**src/rtl/bis_pkg.sv**
```systemverilog
// ----------------------------------------------------------------------------
// bis_pkg
// Shared types, field widths, register indexes and defaults for the bilinear
// image scaler.
// ----------------------------------------------------------------------------
`default_nettype none

package bis_pkg;

    localparam int PIXEL_W      = 32;
    localparam int CHAN_W       = 8;
    localparam int SRC_COORD_W  = 8;
    localparam int DST_COORD_W  = 12;
    localparam int STEP_W       = 24;
    localparam int DIM_W        = 9;
    localparam int POS_W        = DST_COORD_W + STEP_W;
    localparam int POS_FRAC_W   = 16;
    localparam int DIM_CMP_W    = 13;
    localparam int S_TDATA_W    = 72;
    localparam int CFG_ADDR_W   = 2;
    localparam int CFG_DATA_W   = 24;

    localparam int DEF_MAX_SRC_WIDTH  = 256;
    localparam int DEF_MAX_SRC_HEIGHT = 256;
    localparam int DEF_FRAC_BITS      = 8;

    localparam logic [DIM_W-1:0]  RST_SRC_WIDTH  = 9'd256;
    localparam logic [DIM_W-1:0]  RST_SRC_HEIGHT = 9'd256;
    localparam logic [STEP_W-1:0] RST_X_STEP     = 24'd65536;
    localparam logic [STEP_W-1:0] RST_Y_STEP     = 24'd65536;

    typedef enum logic [CFG_ADDR_W-1:0] {
        REG_SRC_WIDTH  = 2'd0,
        REG_SRC_HEIGHT = 2'd1,
        REG_X_STEP     = 2'd2,
        REG_Y_STEP     = 2'd3
    } t_cfg_reg;

    typedef enum logic {
        ACT_LOAD   = 1'b0,
        ACT_SAMPLE = 1'b1
    } t_action;

    // parity of each neighbour coordinate, picks the bank it came from
    typedef struct packed {
        logic x0;
        logic x1;
        logic y0;
        logic y1;
    } t_nbr_sel;

endpackage

`default_nettype wire

```
**src/rtl/bis_blend.sv**
```systemverilog
// ----------------------------------------------------------------------------
// bis_blend
// Per-channel linear blend of two ARGB pixels, truncating.
// ----------------------------------------------------------------------------
`default_nettype none

module bis_blend #(
    parameter int FRAC_BITS = 8
) (
    input  wire logic [bis_pkg::PIXEL_W-1:0] i_p,
    input  wire logic [bis_pkg::PIXEL_W-1:0] i_q,
    input  wire logic [FRAC_BITS-1:0]        i_f,
    output logic      [bis_pkg::PIXEL_W-1:0] o_v
);
    import bis_pkg::*;

    localparam int WW = FRAC_BITS + 1;
    localparam int SW = CHAN_W + WW + 1;
    localparam int NCH = PIXEL_W / CHAN_W;

    logic [WW-1:0] w_inv;

    assign w_inv = (WW'(1) << FRAC_BITS) - WW'(i_f);

    always_comb begin
        logic [SW-1:0] acc;
        logic [SW-1:0] shf;
        o_v = '0;
        for (int c = 0; c < NCH; c++) begin
            acc = SW'(i_p[c*CHAN_W +: CHAN_W]) * SW'(w_inv)
                + SW'(i_q[c*CHAN_W +: CHAN_W]) * SW'(i_f);
            shf = acc >> FRAC_BITS;
            o_v[c*CHAN_W +: CHAN_W] = shf[CHAN_W-1:0];
        end
    end

endmodule

`default_nettype wire

```
**config.mk**
```make
export PLATFORM = sky130hd
export DESIGN_NAME = bis_blend
export DESIGN_NICKNAME = d
export VERILOG_FILES = /design/src/rtl/bis_pkg.sv /design/src/rtl/bis_blend.sv
export SDC_FILE = /design/constraint.sdc
export NUM_CORES = 1
export LEC_CHECK = 0
export BUFFER_PORTS_ARGS = -buffer_cell sky130_fd_sc_hd__buf_2
export CAP_MARGIN = 10
export CORE_MARGIN = 3
export CORE_UTILIZATION = 25
export DETAILED_ROUTE_END_ITERATION = 8
export GPL_ROUTABILITY_DRIVEN = 0
export GPL_TIMING_DRIVEN = 0
export PLACE_DENSITY_LB_ADDON = 0.3
export SETUP_SLACK_MARGIN = 0.4
export SLEW_MARGIN = 20
export SYNTH_ARGS = -nofsm -noshare
export SYNTH_HDL_FRONTEND = slang
export SYNTH_SLANG_ARGS = --single-unit
```
**constraint.sdc**
```tcl
create_clock -name vclk -period 25.3
set_input_delay 5.06 -clock vclk [all_inputs]
set_output_delay 5.06 -clock vclk [all_outputs]
set_load 0.02 [all_outputs]
```
; After elaboration in Yosys (flattened, before gate mapping)
; Index checks and enable logic that the tools add are counted.
[word_totals]
wordCells = 13
out_inout_bits = 32
ff_bits = 0
[classes]
mul = 8
n_addsub = 5
[op_table]
columns = op, count
row1 = adder 16 bit, 4
row2 = multiplier 8 x 8 -> 16 bit, 4
row3 = multiplier 8 x 9 -> 16 bit, 4
row4 = subtractor 9 x 8 -> 9 bit (first input constant), 1

; Logic depth before layout (Yosys ltp)
[logic_depth]
word_depth = 3
mapped_depth = 25

; Worst setup path after synthesis
; OpenSTA, ideal clock, no wires.
[synth_timing]
kind = input to output
start = in i_f[2]
end = out o_v[30] in the netlist's numbering
n_path_buf = 2
t_arrival_ns = 11.035
required_ns = 20.240
path_slack_ns = 9.205
cell_stages = 23
path_cell_list = clkbuf_1 nor2_1 nand3_1 nor4_1 xnor2_1 clkbuf_1 nand2_1 fa_1 fa_1 inv_1 fa_1 fa_1 fa_1 inv_1 fa_1 inv_1 ha_1 a21oi_1 nand2_1 and3_1 a221o_2 a221oi_2 xnor2_1
[synth_between]
elab_chain_cells = 3
word_cells_on_any_way = 4
[synth_lines]
columns = element, line
row1 = "start, declared", bis_blend.sv:12  ; input wire logic [FRAC_BITS-1:0] i_f,
row2 = subtractor 9 x 8 -> 9 bit, bis_blend.sv:23  ; assign w_inv = (WW'(1) << FRAC_BITS) - WW'(i_f);
row3 = multiplier 8 x 9 -> 16 bit, bis_blend.sv:30  ; acc = SW'(i_p[c*CHAN_W +: CHAN_W]) * SW'(w_inv)
row4 = adder 16 bit *, bis_blend.sv:31  ; + SW'(i_q[c*CHAN_W +: CHAN_W]) * SW'(i_f);
row5 = "end, declared", bis_blend.sv:13  ; output logic [bis_pkg::PIXEL_W-1:0] o_v
; Mark *: on every way between the ends. The rest lies on a longest branch, timed or not.

; Final worst setup path
[layout_timing]
start = in i_f[4]
end = out o_v[15] in the netlist's numbering
; The elaborated chain is that of the path after synthesis.

==> metrics.cfg <==
[global_route]
met3_usage=0.0233
grt_use_met2=0.233
grt_overflow_total=0
first_global_vias=14400
grt_max_degree=11
grt_first_pass_wirelength_um=80700
gr-max-usage-layer=met2
antenna_found_initial=14
gr-usage-all-layers=0.142
met1_usage=0.201

[die]
chipWidth_um=270
die_area_um2=72900
rows=96
initial_core_util=0.253
io_pins=104
coreArea_um2=68800
die_y_um=270

[detailed_routing]
drc=0
num_vias=13000
drtIter0Drc=621
routed_wl_um=49900
vias_per_cell=4.35
drtAntennaViolNets=0
wl_per_cell_um=16.7
drt_pass1_iterations=5

[critical_path]
arrival_ns=12.66
critical_path_buf_inv_count=8
cpPeakStageDelay_ns=0.73
crit_path_top_delay_cell=clkbuf_1
end_kind=output pin
required_ns=20.24
critical_path_class=in2out
cp.depth=25
crit_family=adder cells
timing.critical_path.mode_cell=fa_1
cp_max_fo=10
cp-start-kind=primary input

[timing]
fin_crit_ns=17.72
rsz0062_at_grt=no
relSlewSlack=0.245
setup_tns_ns=0
tightest_slew_ns=1.13
setup_viol=0
period_share=0.700
report.final.slew_viol_count=0
fmax_mhz=56.4
finalHoldViolations=0

[hold_path]
holdCritPathClass=in2out
whs_path_depth=5

[logic_synthesis]
syn_area_per_cell_um2=8.86
yosys_warnings=0
ys_types=46
netlist_area_um2=17400
syn_nets=2680
syn_inst=1967
synth_top_area_frac=0.460
synth_common_cells=inv_1 (538), fa_1 (400), and2_1 (314), ha_1 (241), nand2_1 (225)
yosysTopAreaCell=fa_1
ys_seq_area_frac=0
yosysMostFrequentCell=inv_1
synthTopCellsByArea=fa_1 (46%), ha_1 (17%), inv_1 (12%)

[flow_run]
max_cap_violations=0

[cells_and_area]
seqCellArea_um2=0
design.seq.count=0
nNetsFinal=2762
num-fill-cells=7449
n_clock_buffer=0
syn_to_final_growth_pct=9.20
drive_above_1_share=0.0489

[placed_design]
dp_hpwl_um=42800
io_buffers=79

[clock_tree]
ctsResizeCount=0
cts_setup_buffers=0
postCtsHoldBufs=0

[run_status]
status=finished, final reports clean

tightest hold or removal path, cell delays in order:
cell     delay [ns]
buf_1          0.20
nand2_1        0.14
xnor2_1        0.09
xnor2_1        0.12
buf_2          0.15
final timing paths:
kind  startpoint      end  slack (ns)
min      i_p[23]  o_v[23]       10.82
max       i_f[4]  o_v[15]        7.58
layout make-up:
cell class / count / area, µm² / share of cell area
antenna: 7 / 17.5 / 0.000921
buffer: 76 / 298 / 0.0156
inverter: 538 / 2020 / 0.106
tap: 931 / 1160 / 0.0612
timing repair buffer: 80 / 407 / 0.0214
multi-input combinational: 1353 / 15100 / 0.795
logic make-up (layout without fill, tap and decap cells):
logic type,Yosys count,in the layout,synth area share
AO/OA/AOI/OAI,72,72,0.0289
XOR/XNOR,63,63,0.0317
adder cells (fa/ha/maj),641,641,0.633
buffers and inverters,614,694,0.133
other,0,7,0
AND/OR/NAND/NOR,577,577,0.174
layout by cell type, fill, tap and decap left out, types with 10 or more instances in the layout:
cell      netlist  final
ha_1          241    241
a21o_1         11     11
xnor2_1        47     46
buf_1          10     10
clkbuf_1       62     61
xor2_1         16     16
buf_2           2     81
o21ai_0        11     11
and2_1        314    314
nand2_1       225    225
fa_1          400    400
inv_1         538    538
a21oi_1        19     19
metrics by stage:
step / hold slack [ns] / instance area [µm²] / cells / util / worst slack (ns)
after global placement: 10.83 / 19000 / 2977 / 0.276 / 6.74
after detailed placement: 10.83 / 19000 / 2978 / 0.276 / 7.50
after CTS: 10.83 / 19000 / 2978 / 0.276 / 7.49
after floorplan: 10.62 / 17400 / 1967 / - / 9.20
final: 10.82 / 19000 / 2985 / 0.276 / 7.58
after global routing: 10.90 / 19000 / 2978 / 0.276 / 7.27
routing by layer:
metal  vias up  share of wire
met1      6721           0.45
met2       372           0.46
li1       5857              -
met4         4          0.012
met5         -        0.00048
met3        35          0.073
