**config.mk**
```make
export PLATFORM = sky130hd
export DESIGN_NAME = bis_axis
export DESIGN_NICKNAME = d
export VERILOG_FILES = /design/src/rtl/bis_pkg.sv /design/src/rtl/bis_axis.sv
export SDC_FILE = /design/constraint.sdc
export NUM_CORES = 1
export LEC_CHECK = 0
export ABC_AREA = 1
export BUFFER_PORTS_ARGS = -buffer_cell sky130_fd_sc_hd__buf_2
export CAP_MARGIN = 20
export CORE_MARGIN = 2
export CORE_UTILIZATION = 49
export DETAILED_ROUTE_END_ITERATION = 7
export MAX_ROUTING_LAYER = met4
export PLACE_DENSITY = 0.85
export SLEW_MARGIN = 20
export SYNTH_ARGS = -nofsm -noshare
export SYNTH_HDL_FRONTEND = slang
export SYNTH_SLANG_ARGS = --single-unit
```
**constraint.sdc**
```tcl
create_clock -name vclk -period 6.1
set_input_delay 0.915 -clock vclk [all_inputs]
set_output_delay 0.915 -clock vclk [all_outputs]
set_load 0.01 [all_outputs]
```
**src/rtl/bis_pkg.sv**
```systemverilog
// ----------------------------------------------------------------------------
// bis_pkg
// Shared types, field widths, register indexes and defaults for the bilinear
// image scaler.
// ----------------------------------------------------------------------------
`default_nettype none

package bis_pkg;

    localparam int PIXEL_W      = 32;
    localparam int CHAN_W       = 8;
    localparam int SRC_COORD_W  = 8;
    localparam int DST_COORD_W  = 12;
    localparam int STEP_W       = 24;
    localparam int DIM_W        = 9;
    localparam int POS_W        = DST_COORD_W + STEP_W;
    localparam int POS_FRAC_W   = 16;
    localparam int DIM_CMP_W    = 13;
    localparam int S_TDATA_W    = 72;
    localparam int CFG_ADDR_W   = 2;
    localparam int CFG_DATA_W   = 24;

    localparam int DEF_MAX_SRC_WIDTH  = 256;
    localparam int DEF_MAX_SRC_HEIGHT = 256;
    localparam int DEF_FRAC_BITS      = 8;

    localparam logic [DIM_W-1:0]  RST_SRC_WIDTH  = 9'd256;
    localparam logic [DIM_W-1:0]  RST_SRC_HEIGHT = 9'd256;
    localparam logic [STEP_W-1:0] RST_X_STEP     = 24'd65536;
    localparam logic [STEP_W-1:0] RST_Y_STEP     = 24'd65536;

    typedef enum logic [CFG_ADDR_W-1:0] {
        REG_SRC_WIDTH  = 2'd0,
        REG_SRC_HEIGHT = 2'd1,
        REG_X_STEP     = 2'd2,
        REG_Y_STEP     = 2'd3
    } t_cfg_reg;

    typedef enum logic {
        ACT_LOAD   = 1'b0,
        ACT_SAMPLE = 1'b1
    } t_action;

    // parity of each neighbour coordinate, picks the bank it came from
    typedef struct packed {
        logic x0;
        logic x1;
        logic y0;
        logic y1;
    } t_nbr_sel;

endpackage

`default_nettype wire

```
**src/rtl/bis_axis.sv**
```systemverilog
// ----------------------------------------------------------------------------
// bis_axis
// Maps one fixed-point source position onto the two neighbour coordinates
// (saturated to the last row/column) and the blend weight.
// ----------------------------------------------------------------------------
`default_nettype none

module bis_axis #(
    parameter int MAX_DIM   = 256,
    parameter int FRAC_BITS = 8,
    parameter int CW        = (MAX_DIM > 1) ? $clog2(MAX_DIM) : 1
) (
    input  wire logic [bis_pkg::POS_W-1:0] i_pos,
    input  wire logic [bis_pkg::DIM_W-1:0] i_dim,
    output logic      [CW-1:0]             o_c0,
    output logic      [CW-1:0]             o_c1,
    output logic      [FRAC_BITS-1:0]      o_w
);
    import bis_pkg::*;

    localparam int IP_W = POS_W - POS_FRAC_W;

    logic [DIM_CMP_W-1:0] dim_sat;
    logic [DIM_CMP_W-1:0] last;
    logic [IP_W-1:0]      ip;

    always_comb begin
        if (i_dim == '0) begin
            dim_sat = DIM_CMP_W'(1);
        end else if (DIM_CMP_W'(i_dim) > DIM_CMP_W'(MAX_DIM)) begin
            dim_sat = DIM_CMP_W'(MAX_DIM);
        end else begin
            dim_sat = DIM_CMP_W'(i_dim);
        end
    end

    assign last = dim_sat - DIM_CMP_W'(1);
    assign ip   = i_pos[POS_W-1:POS_FRAC_W];

    always_comb begin
        if (ip > IP_W'(last)) begin
            o_c0 = CW'(last);
        end else begin
            o_c0 = CW'(ip);
        end
    end

    assign o_c1 = (DIM_CMP_W'(o_c0) == last) ? o_c0 : o_c0 + CW'(1);
    assign o_w  = i_pos[POS_FRAC_W-1 -: FRAC_BITS];

endmodule

`default_nettype wire

```
### After elaboration in Yosys (flattened, before gate mapping)

Index checks and enable logic that the tools add are counted.

* bits in registers: 0
* output and inout bits: 24
* word-level logic and storage cells: 10

* add/subtract/negate cells: 2
* $lt $le $gt $ge: 2
* equality and inequality tests: 1
* muxes and demuxes: 4
* reductions and logical operators: 1

Operators by type and width (count)
* 20-bit by 13-bit greater-than comparator with 1-bit output: 1
* 9-bit two-way mux: 2
* 8-bit two-way mux: 2
* 8-bit by 13-bit equality test with 1-bit output: 1
* 13-bit by 1-bit subtractor with 13-bit output (second input constant): 1
* 9-bit greater-than comparator (second input constant): 1
* 9-bit zero test: 1
* 8-bit by 1-bit adder with 8-bit output (second input constant): 1

### Longest topological paths before layout

Gate-level depths: netlist of run 1.

* depth after elaboration: 8
* gate-level depth with buffers: 30
* mapped depth without buffers: 29

### Worst setup path after synthesis of run 1

Ideal clock, no wire load.

* kind: input port to output port
* from: input port i_dim[3] in the netlist's numbering
* to: output port o_c1[6]
* data arrival time: 4.138 ns
* required time: 5.185 ns
* slack: 1.047 ns
* stages: 26
* buffers on the path: 1
* cells stage by stage: nor2_1 > nand2_1 > nor2_1 > a21oi_4 > ha_1 > nand3_2 > nor3_1 > xor2_1 > ha_1 > nand4_1 > nor2_1 > nand4_1 > o21a_1 > nand2_4 > nand2_4 > buf_6 > nand2_1 > nand2_1 > ha_1 > nand2_1 > nor2_1 > nand2_1 > nand2_1 > nand2_1 > nand2_1 > nand2_1

* cells in the longest elaborated chain, start to end: 8
* elaborated cells between the ends (all ways): 10
* those cells by class: add/sub: 2; order compare: 2; eq/ne: 1; mux: 4; reduce/logical: 1

Ends and longest elaborated chain
* start: declaration: RTL line bis_axis.sv:14 `input wire logic [bis_pkg::DIM_W-1:0] i_dim,`
* 9-bit greater-than comparator: RTL line bis_axis.sv:30 `end else if (DIM_CMP_W'(i_dim) > DIM_CMP_W'(MAX_DIM)) begin`
* 9-bit two-way mux: RTL line bis_axis.sv:30
* 9-bit two-way mux *: RTL line bis_axis.sv:28 `if (i_dim == '0) begin`
* 13-bit by 1-bit subtractor with 13-bit output *: RTL line bis_axis.sv:37 `assign last = dim_sat - DIM_CMP_W'(1);`
* 20-bit by 13-bit greater-than comparator with 1-bit output: RTL line bis_axis.sv:41 `if (ip > IP_W'(last)) begin`
* 8-bit two-way mux *: RTL line bis_axis.sv:41
* via o_c0[1]: RTL line bis_axis.sv:15 `output logic [CW-1:0] o_c0,`
* 8-bit by 1-bit adder with 8-bit output / 8-bit by 13-bit equality test with 1-bit output (equally long branches): RTL line bis_axis.sv:48 `assign o_c1 = (DIM_CMP_W'(o_c0) == last) ? o_c0 : o_c0 + CW'(1);`
* 8-bit two-way mux *: RTL line bis_axis.sv:48
* end: declaration: RTL line bis_axis.sv:16 `output logic [CW-1:0] o_c1,`

The timed path passes the listed nets; every way through them passes the cells marked *.

### Worst setup path after layout of run 1

* from: input port i_dim[4] in the netlist's numbering
* to: output port o_c1[6]

* cells in the longest elaborated chain, start to end: 8
* elaborated cells between the ends (all ways): 10
* those cells by class: add/sub: 2; order compare: 2; eq/ne: 1; mux: 4; reduce/logical: 1

Ends and longest elaborated chain (RTL line)
* 9-bit greater-than comparator: bis_axis.sv:30
* 9-bit two-way mux: bis_axis.sv:30
* 9-bit two-way mux *: bis_axis.sv:28
* 13-bit by 1-bit subtractor with 13-bit output *: bis_axis.sv:37
* 20-bit by 13-bit greater-than comparator with 1-bit output: bis_axis.sv:41
* 8-bit two-way mux: bis_axis.sv:41
* 8-bit by 1-bit adder with 8-bit output / 8-bit by 13-bit equality test with 1-bit output (equally long branches): bis_axis.sv:48
* 8-bit two-way mux *: bis_axis.sv:48

Every way passes the cells marked *; elsewhere a longest branch is shown, timed or not.

==> flow_summary.yaml, run 1 <==
outcome:
  status: "completed"
drt:
  drc: 0
  via_count: 1500
  wl_um: 2871
  antenna_left: 0
  avgViaCountPerCell: 5.017
  drt_iter0_drc: 54
  wl_per_cell_um: 9.602
  drt-pass1-iter-count: 4
die:
  fp.dieArea_um2: 3257
  pin_count: 69
  rows: 19
  core_um2: 2710
  fp.dieH_um: 57.07
  die_x_um: 57.07
  start_util_pct: 50.92
sta:
  min_period_over_period_pct: 92.10
  drv_slew: 0
  hold_viol: 0
  whs_ps: 1830
  min_period_ps: 5618
  rsz0062_at_grt: "false"
  clock.fmax_mhz: 178.0
  setup_viol: 0
  setup_tns_ps: 0
yosys:
  ys_types: 38
  seq_area_frac_synth_pct: 0
  synthMostInstantiatedCell: "nand2_1"
  synth_area_um2: 1380
  synth_area_per_cell_um2: 5.923
  synth_top_area_share_pct: 22.03
  synthTopCellsByArea: "nand2_1 22%, ha_1 12%, nand3_1 8.3%"
  synthCells: 233
  yosysTopAreaCell: "nand2_1"
  ys_top_cells_by_count: "81 x nand2_1, 23 x inv_1, 23 x nand3_1, 14 x nor2_1, 13 x ha_1"
  yosys_warnings: 0
place:
  port_buffers: 45
  place_congestion: 0.9333
  dpl_cell_area_um2: 1554
  hpwl_um: 2571
global_route:
  grt_pass1_wl_um: 4947
  track_usage_pct: 18.37
  gr-total-overflow: 0
  antenna_found_initial: 0
  grt_max_degree: 22
  first_global_vias: 1281
power:
  switching_share_pct: 59.76
  p_seq_share_pct: 0
  ir_worst_vdd_uv: 65.31
  power_per_cell_area_nw_per_um2: 90.36
  p_sw_uw: 84.18
  p_leak_nw: 0.9424
  intPower_uw: 56.69
  pwr-share-comb_pct: 100.0
  clkPwrFrac_pct: 0
  p_total_uw: 140.9
min_path:
  holdCritStartpoint: "i_pos[8]"
  hold_path_class: "in2out"
cells_and_area:
  diodes: 0
  fin_util_pct: 57.53
  drive_above_1_share_pct: 29.10
  nClkBuffers: 0
  final_nets: 328
  seqCellArea_um2: 0
  seq_cells: 0
  area_growth_pct: 12.96
  final_cell_area_um2: 1559
critical_path:
  cp_max_fo: 21
  startpoint_type: "primary input"
  crit_top_cell: "nand2_1"
  crit_arrival_ps: 4700
  crit_family: "simple AND/OR/NAND/NOR gates"
  path_buf_inv: 2
  setup.worst_path.start: "i_dim[4]"
  cpPeakStageDelay_ps: 340
  end_kind: "primary output"
  crit_type: "in2out"
  crit_slowest_cell: "xor2_1"
  required_ps: 5180
flow_run:
  drv_cap: 0
cts:
  ctsHoldBuffers: 0
  cts_setup_buffers: 0
[layout make-up]
class                           count  area, um^2
Timing Repair Buffer               45       225.2
Inverter                           30       112.6
Multi-Input combinational cell    193        1182
Tap cell                           31       38.79
Fill cell                         294        1151
[cell families after synthesis]
logic type / share of synthesized area [%]
compound gates: 8.976
xor+xnor: 4.987
fa+ha+maj: 11.79
buf+inv: 14.96
other cells: 0.2717
simple gates: 59.02
[per-layer routing]
layer,wire (um),GRT usage [%]
met1,1277,23.08
met2,1422,33.00
met3,154,0.9070
met4,16,2.990
met5,0,-
[final timing paths]
kind / cells after the start / slack, ps / to
setup / recovery: 27 / 480 / o_c1[6]
hold / removal: 0 / 1830 / o_w[0]
[metrics by stage]
stage | worst slack [ps] | std cells
after floorplan | 1047 | 234
after global placement | 428.1 | 299
after detailed placement | 373.8 | 299
after CTS | 362.6 | 299
after global routing | 80.42 | 299
final | 481.7 | 299
[what timing repair did]
action	CTS	global route
resized for setup	0	1
hold endpoints to repair	0	0
setup endpoints to repair	0	5
[power groups by stage]
stage | clock, mW | sequential, mW | combinational [mW]
after floorplan | 0 | 0 | 0.105
after global placement | 0 | 0 | 0.138
after detailed placement | 0 | 0 | 0.142
after CTS | 0 | 0 | 0.142
after global routing | 0 | 0 | 0.161
final | 0 | 0 | 0.141
[layout by cell type, fill, tap and decap left out]
master and n:
nor2_8 1, a21o_1 1, nand3_2 3, or2_2 1
o21ai_2 2, o21bai_1 1, conb_1 2, o31ai_1 1
nor2_1 14, buf_2 45, ha_1 13, nand2_1 81
nand2_4 4, nor2_2 1, inv_1 23, nor4_1 1
nand3b_1 4, nand4_1 4, nand3b_4 3, o21a_1 2
nor2_4 3, xor2_1 5, or4_1 1, a21oi_4 1
clkinv_1 2, o21ai_0 2, inv_2 5, a211oi_1 1
nor3_2 1, a21oi_1 4, xor2_2 1, nand2_2 6
and3_1 1, nand3_1 23, o21ai_1 3, nor4b_4 1
xnor2_1 1
(Power assumes the default switching activity.)
==> run 2, diff against run 1 <==
- CORE_ASPECT_RATIO: default -> 0.75
==> run 2 against run 1 <==
Via count fell by 1.4%; global-route usage rose by 1.6 points; maximum frequency up 0.98%; worst hold slack unchanged; design area rose by 0.88%; count of clock-buffer cells in the layout unchanged; die area is 0.14% higher; sequential cell count unchanged; first-iteration DRC count is 22% higher; sequential share of layout area stayed put.
==> flow_summary.yaml, run 2 (synthesis gave the netlist of run 1 again) <==
outcome:
  status: "completed"
drt:
  drt_iter0_drc: 66
  wl_per_cell_um: 9.605
  drt-pass1-iter-count: 4
  antenna_left: 0
  avgViaCountPerCell: 4.865
  wl_um: 2920
  via_count: 1479
  drc: 0
critical_path:
  crit_arrival_ps: 4650
  required_ps: 5180
  cp_max_fo: 21
  cp-endpoint: "o_c1[6]"
  startpoint_type: "primary input"
  crit_type: "in2out"
  setup.worst_path.start: "i_dim[4]"
  end_kind: "primary output"
min_path:
  hold_path_class: "in2out"
die:
  die_x_um: 65.28
  rows: 16
  core_um2: 2643
  fp.dieArea_um2: 3261
  fp.dieH_um: 49.96
  pin_count: 69
  start_util_pct: 52.23
global_route:
  track_usage_pct: 20.00
  gr-total-overflow: 0
  first_global_vias: 1316
  grt_pass1_wl_um: 5299
  grt_max_degree: 22
  antenna_found_initial: 0
cells_and_area:
  final_cell_area_um2: 1573
  seqCellArea_um2: 0
  final_common_cell: "nand2_1"
  drive_above_1_share_pct: 29.48
  fin_util_pct: 59.52
  nClkBuffers: 0
  seq_cells: 0
  diodes: 0
  nFillCells: 289
  final_nets: 328
  layout_common_cells: "81 x nand2_1, 45 x buf_2, 23 x inv_1, 23 x nand3_1, 14 x nor2_1"
  area_growth_pct: 13.96
power:
  ir_worst_vdd_uv: 42.16
  p_leak_nw: 0.9432
  power_per_cell_area_nw_per_um2: 90.38
  p_sw_uw: 85.07
  p_seq_share_pct: 0
  intPower_uw: 57.08
  clkPwrFrac_pct: 0
  pwr-share-comb_pct: 100.0
  switching_share_pct: 59.85
sta:
  min_period_over_period_pct: 91.21
  min_period_ps: 5564
  setup_viol: 0
  hold_viol: 0
  setup_tns_ps: 0
  whs_ps: 1830
  clock.fmax_mhz: 179.7
  drv_slew: 0
  rsz0062_at_grt: "false"
place:
  port_buffers: 45
  hpwl_um: 2578
  place_congestion: 0.8405
  dpl_cell_area_um2: 1560
cts:
  cts_setup_buffers: 0
flow_run:
  drv_cap: 0
run 2: routing by layer:
layer | global-route usage, % | wire (um) | vias up | part of all wire (%)
met4 | 0 | 0 | 0 | 0
li1 | - | - | 812 | -
met2 | 33.16 | 1237 | 36 | 42
met3 | 0.4566 | 174 | 0 | 6.0
met5 | - | 0 | - | 0
met1 | 28.94 | 1508 | 631 | 52
run 2: stage by stage:
stage,instances,setup WS (ps),power [mW]
after detailed placement,304,359.8,0.1416
after global placement,304,455.3,0.1388
after CTS,304,349.8,0.1421
after floorplan,234,1047,0.1050
after global routing,304,61.69,0.1635
final,304,536.4,0.1422
run 2: power groups by stage:
stage / Combinational (mW) / Clock (mW) / Sequential (mW)
2_1_floorplan: 0.105 / 0 / 0
3_3_place_gp: 0.139 / 0 / 0
3_5_place_dp: 0.142 / 0 / 0
4_1_cts: 0.142 / 0 / 0
5_1_grt: 0.163 / 0 / 0
6_report: 0.142 / 0 / 0
run 2: final cells by class:
| class | instances | area (um^2) | share of cell area, % |
|---|---|---|---|
| inverters | 30 | 112.6 | 7.160 |
| well taps | 36 | 45.04 | 2.864 |
| repair buffers | 45 | 225.2 | 14.32 |
| multi-input cells | 193 | 1190 | 75.66 |
run 2: worst min path at each step:
stage               from      to  slack [ps]  cells after the start
6_report        i_pos[8]  o_w[0]        1830                      0
5_1_grt        i_pos[10]  o_w[2]        1830                      0
4_1_cts        i_pos[13]  o_w[5]        1830                      0
3_5_place_dp   i_pos[13]  o_w[5]        1830                      0
3_3_place_gp   i_pos[13]  o_w[5]        1830                      0
2_1_floorplan   i_pos[8]  o_w[0]        1920                      1
run 2: critical path: stages:
cell	delay [ps]
buf_2	120
nor2_1	40
nand2_1	80
nor2_1	90
a21oi_4	250
ha_1	290
nand3_2	140
nor3_2	320
xor2_2	160
ha_1	310
nand4_1	100
nor2_1	100
nand4_1	130
nand3b_4	240
nand2_4	250
nand2_1	110
nand2_1	160
ha_1	230
nand2_1	80
nor2_1	120
nand2_1	60
nand2_1	50
nand2_1	40
nand2_1	60
nand2_1	40
buf_2	130
run 2: repair_timing:
| action | CTS | global route |
|---|---|---|
| setup endpoints to repair | 0 | 8 |
| hold buffers | 0 | 0 |
| resized for setup | 0 | 2 |
==> run 3, diff against run 2 <==
- clock period: 6.1 -> 5.6 ns (I/O delays scaled with it)
==> run 3 against run 2 <==
Via count increased by 4.9%; critical endpoint is now o_c1[7]; count of clock-buffer cells in the layout unchanged; sequential share of layout area unchanged; wire length increased by 13%; non-clock buffer count increased by 4; design area increased by 1.6%; critical path depth unchanged; global-route usage increased by 1.7 points; final cell count increased by 1.3%; sequential cell count unchanged.
==> flow_summary.yaml, run 3 (synthesis gave the netlist of run 1 again) <==
cells_and_area:
  drive_above_1_share_pct: 30.51
  multiInputGateArea_um2: 1185
  nClkBuffers: 0
  final_common_cell: "nand2_1"
  seqCellArea_um2: 0
  seq_cells: 0
  layoutNonFillerInstCount: 308
  layout_common_cells: "81 x nand2_1, 45 x buf_2, 23 x inv_1, 23 x nand3_1, 14 x nor2_1"
  final_cell_area_um2: 1598
  diodes: 0
  final_nets: 332
  fin_util_pct: 60.46
  nFillCells: 276
  area_growth_pct: 15.77
place:
  dp_cells: 306
  preCtsSetupSlack_ps: 198.4
  hpwl_um: 2774
  place_congestion: 0.8534
  port_buffers: 45
  dpl_cell_area_um2: 1575
global_route:
  grt_max_degree: 15
  track_usage_pct: 21.66
  gr-total-overflow: 0
  antenna_found_initial: 0
  first_global_vias: 1437
  grt_pass1_wl_um: 5713
critical_path:
  cp_max_fo: 14
  end_kind: "primary output"
  crit_arrival_ps: 4360
  required_ps: 4760
  cpPeakStageDelay_ps: 290
  startpoint_type: "primary input"
  crit_type: "in2out"
  crit_slowest_cell: "ha_1"
die:
  pin_count: 69
  fp.dieArea_um2: 3261
  die_x_um: 65.28
  start_util_pct: 52.23
  fp.dieH_um: 49.96
  core_um2: 2643
  rows: 16
sta:
  fin_ws_ps: 400.1
  min_period_over_period_pct: 92.86
  min_period_ps: 5200
  drv_slew: 0
  clock.fmax_mhz: 192.3
  setup_viol: 0
  hold_viol: 0
power:
  p_total_uw: 159.7
  power_per_cell_area_nw_per_um2: 99.92
  p_leak_nw: 0.9601
  ir_worst_vdd_uv: 44.03
drt:
  wl_per_cell_um: 10.71
  drc: 0
  wl_um: 3299
  avgViaCountPerCell: 5.039
  via_count: 1552
  antenna_left: 0
  drt-pass1-iter-count: 5
  drt_iter0_drc: 93
min_path:
  hold_path_class: "in2out"
cts:
  ctsHoldBuffers: 0
flow_run:
  drv_cap: 0
outcome:
  status: "completed"
-- run 3: changes by cell type in the layout (fill, tap and decap cells not counted) --
cell    delta
buf_4      +4
ha_1       -1
ha_2       +1
xor2_2     -1
xor2_1     +1
-- run 3: cell type report --
type                            instances  area share (%)
Multi-Input combinational cell        193           74.16
Timing Repair Buffer                   49           15.97
Inverter                               30           7.048
Tap cell                               36           2.819
-- run 3: worst paths after layout --
path                  startpoint       to  slack, ps  depth (start not counted)
worst min-delay path    i_pos[8]   o_w[0]       1680                          0
worst max-delay path    i_dim[4]  o_c1[7]        400                         26
-- run 3: power breakdown --
part           leakage, nW  internal (mW)  total [mW]  switching [mW]
combinational        0.960         0.0644       0.160          0.0952
clock                    0              0           0               0
sequential               0              0           0               0
-- run 3: stage by stage --
stage | TNS [ps] | hold slack, ps
5_1_grt | -2.918 | 1680
3_3_place_gp | 0 | 1680
4_1_cts | 0 | 1680
6_report | 0 | 1680
3_5_place_dp | 0 | 1680
2_1_floorplan | 0 | 1772
-- run 3: critical path: cells and delay by family --
kind                       cells  cell delay [ps]
adders and majority gates      2              530
and+or+nand+nor               17             1930
buffers and inverters          4              480
AOI/OAI and AO/OA              2              420
xor gates and xnor gates       1              130
-- run 3: repair_timing --
item / in CTS / in global routing
gates resized for setup: 0 / 2
buffers inserted: 0 / 2
hold endpoints to repair: 0 / 0
setup endpoints to repair: 0 / 8
-- run 3: layer usage --
layer,wire length [um],GRT usage [%],up-vias
li1,-,-,820
met1,1609,28.67,697
met2,1556,39.12,35
met3,132,0.2283,0
met4,0,0.6944,0
met5,0,-,-
